[config.mk]
export PLATFORM = sky130hd
export DESIGN_NAME = record_playback_drift_control
export DESIGN_NICKNAME = d
export VERILOG_FILES = /design/src/hw/rtl/rpdc_pkg.sv /design/src/hw/rtl/record_playback_drift_control.sv
export SDC_FILE = /design/constraint.sdc
export NUM_CORES = 2
export LEC_CHECK = 0
export BUFFER_PORTS_ARGS = -buffer_cell sky130_fd_sc_hd__clkbuf_2
export CAP_MARGIN = 20
export CORE_ASPECT_RATIO = 0.9
export CORE_MARGIN = 1.5
export CORE_UTILIZATION = 35
export DETAILED_ROUTE_END_ITERATION = 10
export PLACE_DENSITY = 0.55
export SLEW_MARGIN = 20
export SYNTH_ARGS = -nofsm -noshare
export SYNTH_HDL_FRONTEND = slang
export SYNTH_SLANG_ARGS = --single-unit
[constraint.sdc]
create_clock -name aclk -period 15.1 [get_ports aclk]
set_clock_uncertainty 0.2 [all_clocks]
set_input_delay 2.265 -clock aclk [delete_from_list [all_inputs] [get_ports aclk]]
set_output_delay 2.265 -clock aclk [all_outputs]
set_load 0.01 [all_outputs]
[src/hw/rtl/rpdc_pkg.sv]
// Package for the record/playback drift control block.
// Holds widths, fixed-point constants, register indexes and the sequencer state type.
// No dependencies.
`timescale 1ns / 1ps

package rpdc_pkg;

    localparam int POS_BITS   = 18;
    localparam int TOTAL_BITS = 40;
    localparam int REC_BITS   = 32;
    localparam int THR_BITS   = 17;
    localparam int CFG_BITS   = 18;

    // Q0.16 decay 0.97 and its complement
    localparam logic [18:0] DECAY_Q16   = 19'd63570;
    localparam logic [18:0] GAIN_Q16    = 19'd1966;
    // floor(x / 50) = (x * DIV50_RECIP) >> 24 for any 18-bit x
    localparam logic [18:0] DIV50_RECIP = 19'd335545;

    localparam logic [CFG_BITS-1:0] BUFFER_LENGTH_RST   = 18'd240000;
    localparam logic [CFG_BITS-1:0] SAMPLE_RATE_RST     = 18'd48000;
    localparam logic [CFG_BITS-1:0] START_LATENCY_RST   = 18'd2400;
    localparam logic [THR_BITS-1:0] DRIFT_THRESHOLD_RST = 17'd1200;

    typedef enum logic [1:0] {
        CFG_BUFFER_LENGTH   = 2'd0,
        CFG_SAMPLE_RATE     = 2'd1,
        CFG_START_LATENCY   = 2'd2,
        CFG_DRIFT_THRESHOLD = 2'd3
    } cfg_index_t;

    typedef enum logic [3:0] {
        ST_IDLE,
        ST_DEC_LO,
        ST_DEC_HI,
        ST_DEC_SUM,
        ST_GAIN_LO,
        ST_GAIN_HI,
        ST_GAIN_SUM,
        ST_RATE,
        ST_DONE
    } state_t;

endpackage

[src/hw/rtl/record_playback_drift_control.sv]
// The rate is recomputed (states ST_DEC_LO..ST_RATE) while playback runs or starts and the
// record position moves. New items are taken only in ST_IDLE, once the output is loaded;
// the single shared 20x19 multiplier is used five times per recomputed update.
// Reset (aresetn, synchronous, active low): config registers to defaults, latency target
// from start_latency, smoothing total and counters cleared, no item pending.
// Depends on rpdc_pkg.
`timescale 1ns / 1ps

module record_playback_drift_control
    import rpdc_pkg::*;
(
    input  logic        aclk,
    input  logic        aresetn,
    input  logic        cfg_we,
    input  logic [1:0]  cfg_index,
    input  logic [17:0] cfg_wdata,
    input  logic        s_tvalid,
    output logic        s_tready,
    input  logic [39:0] s_tdata,   // record_pos, play_pos, zero pad
    output logic        m_tvalid,
    input  logic        m_tready,
    output logic [71:0] m_tdata,   // playback_rate, smoothed_distance, latency_target,
                                   // record_advance
    output logic [1:0]  m_tuser    // playback_started, rate_valid
);

    state_t state_reg, state_next;

    logic [POS_BITS-1:0]   buffer_length_reg, sample_rate_reg;
    logic [THR_BITS-1:0]   drift_threshold_reg;

    logic [POS_BITS-1:0]   last_pos_reg, min_adv_reg, goal_reg;
    logic [REC_BITS-1:0]   rec_total_reg;
    logic                  playing_reg;
    logic [TOTAL_BITS-1:0] total_reg;
    logic [POS_BITS-1:0]   smooth_reg, adv_reg, dist_reg, rate_reg;
    logic                  started_reg, valid_reg;
    logic [38:0]           prod_reg, lo_reg;

    logic                  m_valid_reg;
    logic [71:0]           m_data_reg;
    logic [1:0]            m_user_reg;

    // input side
    logic                  accept;
    logic [POS_BITS-1:0]   rp, pp, adv, play_gap;
    logic [REC_BITS:0]     rec_sum;
    logic [REC_BITS-1:0]   rec_sat;
    logic                  start, track;

    // shared multiplier
    logic [19:0]           mul_a;
    logic [18:0]           mul_b;
    logic [38:0]           mul_p;

    logic [58:0]           wide;
    logic [TOTAL_BITS:0]   dsum;
    logic [26:0]           gval;
    logic [POS_BITS-1:0]   step, rate_slow, rate_fast;
    logic [POS_BITS:0]     fast_sum, hi_band;
    logic signed [POS_BITS:0] lo_band;
    logic                  slow_cond, fast_cond, out_load;

    assign accept = s_tvalid && s_tready;
    assign rp     = s_tdata[POS_BITS-1:0];
    assign pp     = s_tdata[2*POS_BITS-1:POS_BITS];

    assign adv      = rp - last_pos_reg + ((rp < last_pos_reg) ? buffer_length_reg : '0);
    assign play_gap = rp - pp + ((rp < pp) ? buffer_length_reg : '0);

    assign rec_sum = {1'b0, rec_total_reg} + {{(REC_BITS+1-POS_BITS){1'b0}}, adv};
    assign rec_sat = rec_sum[REC_BITS] ? '1 : rec_sum[REC_BITS-1:0];
    assign start   = !playing_reg && (rec_sat >= {{(REC_BITS-POS_BITS){1'b0}}, goal_reg});
    assign track   = (playing_reg || start) && (adv != '0);

    assign mul_p = {19'b0, mul_a} * {20'b0, mul_b};

    assign wide = {prod_reg, 20'b0} + {20'b0, lo_reg};
    assign dsum = {1'b0, wide[55:16]} + {7'b0, dist_reg, 16'b0};
    assign gval = wide[58:32];

    assign step      = {3'b0, prod_reg[38:24]};
    assign rate_slow = sample_rate_reg - step;
    assign fast_sum  = {1'b0, sample_rate_reg} + {1'b0, step};
    assign rate_fast = fast_sum[POS_BITS] ? '1 : fast_sum[POS_BITS-1:0];
    assign lo_band   = $signed({1'b0, goal_reg}) - $signed({2'b0, drift_threshold_reg});
    assign hi_band   = {1'b0, goal_reg} + {2'b0, drift_threshold_reg};
    assign slow_cond = ($signed({1'b0, smooth_reg}) < lo_band)
                    || (smooth_reg > (buffer_length_reg >> 1));
    assign fast_cond = {1'b0, smooth_reg} > hi_band;

    assign out_load = (state_reg == ST_DONE) && (!m_valid_reg || m_tready);

    // next state
    always_comb begin
        state_next = state_reg;
        case (state_reg)
            ST_IDLE:     if (accept) state_next = track ? ST_DEC_LO : ST_DONE;
            ST_DEC_LO:   state_next = ST_DEC_HI;
            ST_DEC_HI:   state_next = ST_DEC_SUM;
            ST_DEC_SUM:  state_next = ST_GAIN_LO;
            ST_GAIN_LO:  state_next = ST_GAIN_HI;
            ST_GAIN_HI:  state_next = ST_GAIN_SUM;
            ST_GAIN_SUM: state_next = ST_RATE;
            ST_RATE:     state_next = ST_DONE;
            ST_DONE:     if (out_load) state_next = ST_IDLE;
            default:     state_next = ST_IDLE;
        endcase
    end

    // outputs of the sequencer
    always_comb begin
        s_tready = 1'b0;
        mul_a    = '0;
        mul_b    = '0;
        case (state_reg)
            ST_IDLE:     s_tready = 1'b1;
            ST_DEC_LO: begin
                mul_a = total_reg[19:0];
                mul_b = DECAY_Q16;
            end
            ST_DEC_HI: begin
                mul_a = total_reg[39:20];
                mul_b = DECAY_Q16;
            end
            ST_GAIN_LO: begin
                mul_a = total_reg[19:0];
                mul_b = GAIN_Q16;
            end
            ST_GAIN_HI: begin
                mul_a = total_reg[39:20];
                mul_b = GAIN_Q16;
            end
            ST_GAIN_SUM: begin
                mul_a = {2'b0, sample_rate_reg};
                mul_b = DIV50_RECIP;
            end
            default: begin
                mul_a = '0;
                mul_b = '0;
            end
        endcase
    end

    always_ff @(posedge aclk) begin
        if (!aresetn) begin
            state_reg           <= ST_IDLE;
            buffer_length_reg   <= BUFFER_LENGTH_RST;
            sample_rate_reg     <= SAMPLE_RATE_RST;
            drift_threshold_reg <= DRIFT_THRESHOLD_RST;
            last_pos_reg        <= '0;
            rec_total_reg       <= '0;
            playing_reg         <= 1'b0;
            min_adv_reg         <= '1;
            goal_reg            <= START_LATENCY_RST;
            total_reg           <= '0;
            smooth_reg          <= '0;
            m_valid_reg         <= 1'b0;
        end else begin
            state_reg <= state_next;

            if (cfg_we) begin
                case (cfg_index_t'(cfg_index))
                    CFG_BUFFER_LENGTH: buffer_length_reg <= cfg_wdata;
                    CFG_SAMPLE_RATE:   sample_rate_reg   <= cfg_wdata;
                    CFG_START_LATENCY: begin
                        if (!playing_reg) goal_reg <= cfg_wdata;
                    end
                    CFG_DRIFT_THRESHOLD: drift_threshold_reg <= cfg_wdata[THR_BITS-1:0];
                    default: ;
                endcase
            end

            prod_reg <= mul_p;

            case (state_reg)
                ST_IDLE: if (accept) begin
                    last_pos_reg  <= rp;
                    rec_total_reg <= rec_sat;
                    if (start) playing_reg <= 1'b1;
                    started_reg   <= start;
                    valid_reg     <= track;
                    rate_reg      <= '0;
                    adv_reg       <= adv;
                    dist_reg      <= play_gap;
                    if (track && (adv < min_adv_reg)) begin
                        min_adv_reg <= adv;
                        if (goal_reg < adv) goal_reg <= adv;
                    end
                end
                ST_DEC_HI:  lo_reg <= prod_reg;
                ST_DEC_SUM: total_reg <= dsum[TOTAL_BITS] ? '1 : dsum[TOTAL_BITS-1:0];
                ST_GAIN_HI: lo_reg <= prod_reg;
                ST_GAIN_SUM: smooth_reg <= (|gval[26:POS_BITS]) ? '1 : gval[POS_BITS-1:0];
                ST_RATE: begin
                    if (slow_cond)      rate_reg <= rate_slow;
                    else if (fast_cond) rate_reg <= rate_fast;
                    else                rate_reg <= sample_rate_reg;
                end
                default: ;
            endcase

            if (out_load) begin
                m_valid_reg <= 1'b1;
                m_data_reg  <= {adv_reg, goal_reg, smooth_reg, rate_reg};
                m_user_reg  <= {valid_reg, started_reg};
            end else if (m_tready) begin
                m_valid_reg <= 1'b0;
            end
        end
    end

    assign m_tvalid = m_valid_reg;
    assign m_tdata  = m_data_reg;
    assign m_tuser  = m_user_reg;

    // a recomputed rate only comes out once playback runs
    a_valid_needs_playing: assert property (@(posedge aclk) disable iff (!aresetn)
        m_tvalid && m_tuser[1] |-> playing_reg)
        else $error("rate_valid without playback");

    a_rate_zero_when_invalid: assert property (@(posedge aclk) disable iff (!aresetn)
        m_tvalid && !m_tuser[1] |-> m_tdata[17:0] == '0)
        else $error("nonzero rate on a non-recomputed item");

    a_goal_monotonic: assert property (@(posedge aclk) disable iff (!aresetn)
        playing_reg && $past(playing_reg) |-> goal_reg >= $past(goal_reg))
        else $error("latency target dropped during playback");

    a_min_tracked_only_playing: assert property (@(posedge aclk) disable iff (!aresetn)
        min_adv_reg != '1 |-> playing_reg)
        else $error("minimum advance tracked before playback");

    a_busy_not_ready: assert property (@(posedge aclk) disable iff (!aresetn)
        accept |=> !s_tready)
        else $error("input accepted while an update is in work");

endmodule
==> summary.md <==
| Metric | Value |
|---|---|
| Hold Path Class | `reg -> reg` |
| DRT Wirelength | `111600 µm` |
| Max transition margin | `30.50%` |
| Asr flop ratio synth | `0%` |
| Tcrit/Tclk final | `roughly 83%` |
| Grt ovf | `0` |
| Largest net degree at the start of global routing | `72` |
| Total core area | `slightly above 100000 µm²` |
| CP Max Fanout | `slightly above 40` |
| Initial Utilization | `between 30 and 40%` |
| Yosys top cell area share | `between 15 and 20%` |
| TritonCTS clock tree | `built` |
| Setup TNS | `0 ns` |
| Post-CTS sizing | `0` |
| Post-synth cell types | `around 90` |
| Worst-Margin Slew | `~1.0 ns` |
| Final Net Count | `about 4900` |
| Drt drc | `0` |
| Port buffer count | `between 100 and 150` |
| DP HPWL | `89250 µm` |
| Worst r2r src | `last_pos_reg[7]` |
| Crit-path slowest cell | `xnor2_1` |
| Ys Warns | `0` |
| Die Y | `just over 300 µm` |
| Setup bufs post-CTS | `0` |
| CP max stage delay | `a little over 0.6 ns` |
| Largest cells by area after synthesis | `fa_1, edfxtp_1, ha_1` |
| Required time of the critical path | `around 15 ns` |
| Final setup violating endpoints | `0` |
| Post-Synthesis Cells | `approximately 4000` |
| Die area | `between 100000 and 150000 µm²` |
| Area leader, netlist | `fa_1` |
| Post-CTS Hold Buffers | `0` |
| Sequential area share after synthesis | `a little over a quarter` |
| I/O pin count | `between 100 and 150` |
| Most frequent cells in the layout | `inv_1, ha_1, nand2_1, fa_1, a21oi_1` |
| Avg Cell Area, Syn | `approximately 9.2 µm²` |
| Post-Layout Cell Count | `5519` |
| Reg2reg end | `goal_reg[8]` |
| #FFs+latches synth | `395` |
| Clk sinks | `395` |
| Maximum buffer depth of the clock tree | `3` |
| Origin of the worst min-delay path | `adv_reg[3]` |
| DR pass1 iterations | `7` |
| Most frequent cell on the critical path | `ha_1` |
| Global-route wire length before repair | `between 150000 and 200000 µm` |
| Fmax | `roughly 80 MHz` |
| DR WL/cell | `between 20 and 25 µm` |
| All-layer global routing usage | `20.94%` |
| Worst setup EP type | `flip-flop` |
| Hold EP | `m_tdata[57]` |
| R2R Setup Slk | `~4 ns` |
| Worst skew pair latency | `0.61 ns` |
| Die Width | `between 300 and 400 µm` |
| Outcome | `finished clean` |
| Number of global-route vias before repair | `approximately 28000` |
| Static leakage | `about 20 nW` |
| Routability cong. | `0.9200` |
| CP Class | `in -> reg` |
| Syn-to-layout area delta | `10.91%` |
| Total Power | `~6 mW` |
| Clock root cell | `clkbuf_16` |
| Vias | `28390` |
| Max cap viols | `0` |
| Min cycle time layout | `roughly 13 ns` |
| H-tree depth | `2` |
| Number of CTS-inserted buffers | `between 40 and 50` |
| R2r worst-path depth | `40` |
| Antenna violations before repair | `2` |
| VDD IR max | `0.1404 mV` |
| Max-slew violations | `0` |
| Hold path cells | `0` |
| Critical path launch point type | `primary input` |
| Pwr/cell area | `143.8 nW/µm²` |
| FP Rows | `between 100 and 150` |
| Starting DRT DRC Count | `approximately 1900` |
| Unrepaired setup endpoints after global routing | `no` |
| CP arrival | `between 10 and 15 ns` |
| Worst-path clk slew | `0.06 ns` |
| DR vias/cell | `~5.1` |
| Largest register FFs | `between 70 and 80` |
| Layout cells sized above 1 | `approximately 7.8%` |
| Antenna Nets Post-Route | `0` |
| Final Hold Viols | `0` |
| Syn Std Cell Area | `approximately 37000 µm²` |
| Leading cell type in the layout, fill and taps excluded | `inv_1` |
| Primary FF master, synth | `dfxtp_1` |
| Number of synthesized flops with an enable pin | `~190` |
| Placed cells | `around 5400` |
synthesized netlist by cell type, types with 8 or more instances:
master       n
nand4_1     26
a22oi_1     11
nand2_1    390
o221a_2     10
o2111ai_1    8
nand2b_1    45
o31ai_1     12
nor2_1     198
ha_1       433
nor3_1      81
xor2_1      51
or2_2       17
a21o_1      87
nor3b_1      9
clkbuf_1   101
dfxtp_1    203
a2111oi_0    8
edfxtp_1   192
and3_1      29
o21bai_1    23
nor4_1      13
a211oi_1    28
o211ai_1    45
a221o_1     18
a21oi_1    278
o21ai_0    147
o311a_1     14
inv_1      697
o21a_1      33
and2_1      31
fa_1       327
nand3_1     60
xnor2_1    130
nor2b_1     32
a31oi_1     19
a311oi_1     8
o221ai_1    27
or3_1       13
a211o_1     12
worst max-delay path: cells and delay by family:
| family | cells | cell delay [ns] |
|---|---|---|
| compound gates | 18 | 4.60 |
| fa+ha+maj | 5 | 1.85 |
| buf+inv | 5 | 0.93 |
| simple gates | 10 | 2.21 |
| mux | 1 | 0.33 |
| xor+xnor | 1 | 0.61 |
area by class of cell:
| cell class | count | area, µm² |
|---|---|---|
| antenna | 1 | 2.502 |
| fill | 10509 | 63160 |
| tap | 1368 | 1712 |
| clock inverter | 33 | 451.7 |
| clock buffer | 49 | 1184 |
| inverter | 698 | 2620 |
| multi-input combinational | 2793 | 23980 |
| timing repair buffer | 182 | 1045 |
| sequential | 395 | 9829 |
worst max path at each step:
| stage | from | to | slack, ns | cells after the start |
|---|---|---|---|---|
| final | s_tdata[1] | goal_reg[8] | 2.56 | 40 |
| after detailed placement | s_tdata[1] | goal_reg[8] | 1.97 | 40 |
| after global routing | s_tdata[1] | goal_reg[8] | 1.66 | 39 |
| after CTS | s_tdata[1] | goal_reg[8] | 2.58 | 39 |
| after floorplan | s_tdata[7] | goal_reg[15] | 4.10 | 40 |
| after global placement | s_tdata[1] | goal_reg[6] | 2.05 | 40 |
through the flow:
step | worst slack [ns] | instance area, µm² | utilization (%) | hold slack, ns
after floorplan | 4.099 | 36820 | - | 0.2003
after global placement | 2.047 | 39180 | 37.68 | 0.2035
after detailed placement | 1.968 | 39180 | 37.68 | 0.2045
after CTS | 2.576 | 40810 | 39.25 | 0.2197
after global routing | 1.660 | 40820 | 39.26 | 0.2228
final | 2.558 | 40820 | 39.26 | 0.2193
where the power goes:
part	leakage, nW	internal, mW	switching (mW)	total (mW)
Clock	0.785	0.741	0.490	1.23
Combinational	15.4	1.28	1.89	3.17
Sequential	3.43	1.32	0.143	1.47
layer usage:
| metal | vias up | routed length, µm | share of wire, % | GRT usage [%] |
|---|---|---|---|---|
| met1 | 13821 | 54780 | 49 | 31.50 |
| li1 | 13766 | - | - | - |
| met4 | 2 | 2821 | 2.5 | 5.171 |
| met5 | - | 17 | 0.015 | 0 |
| met2 | 685 | 47350 | 42 | 30.73 |
| met3 | 116 | 6632 | 5.9 | 3.770 |
logic make-up after synthesis:
logic type,after synthesis,share of synthesized area (%)
compound gates,863,15.54
mux,11,0.3195
simple gates,972,12.23
buf+inv,814,8.376
xor+xnor,181,4.307
flops,395,26.71
other cells,1,0.01019
fa+ha+maj,760,32.51
No activity file was read; power rests on OpenSTA's default activity.
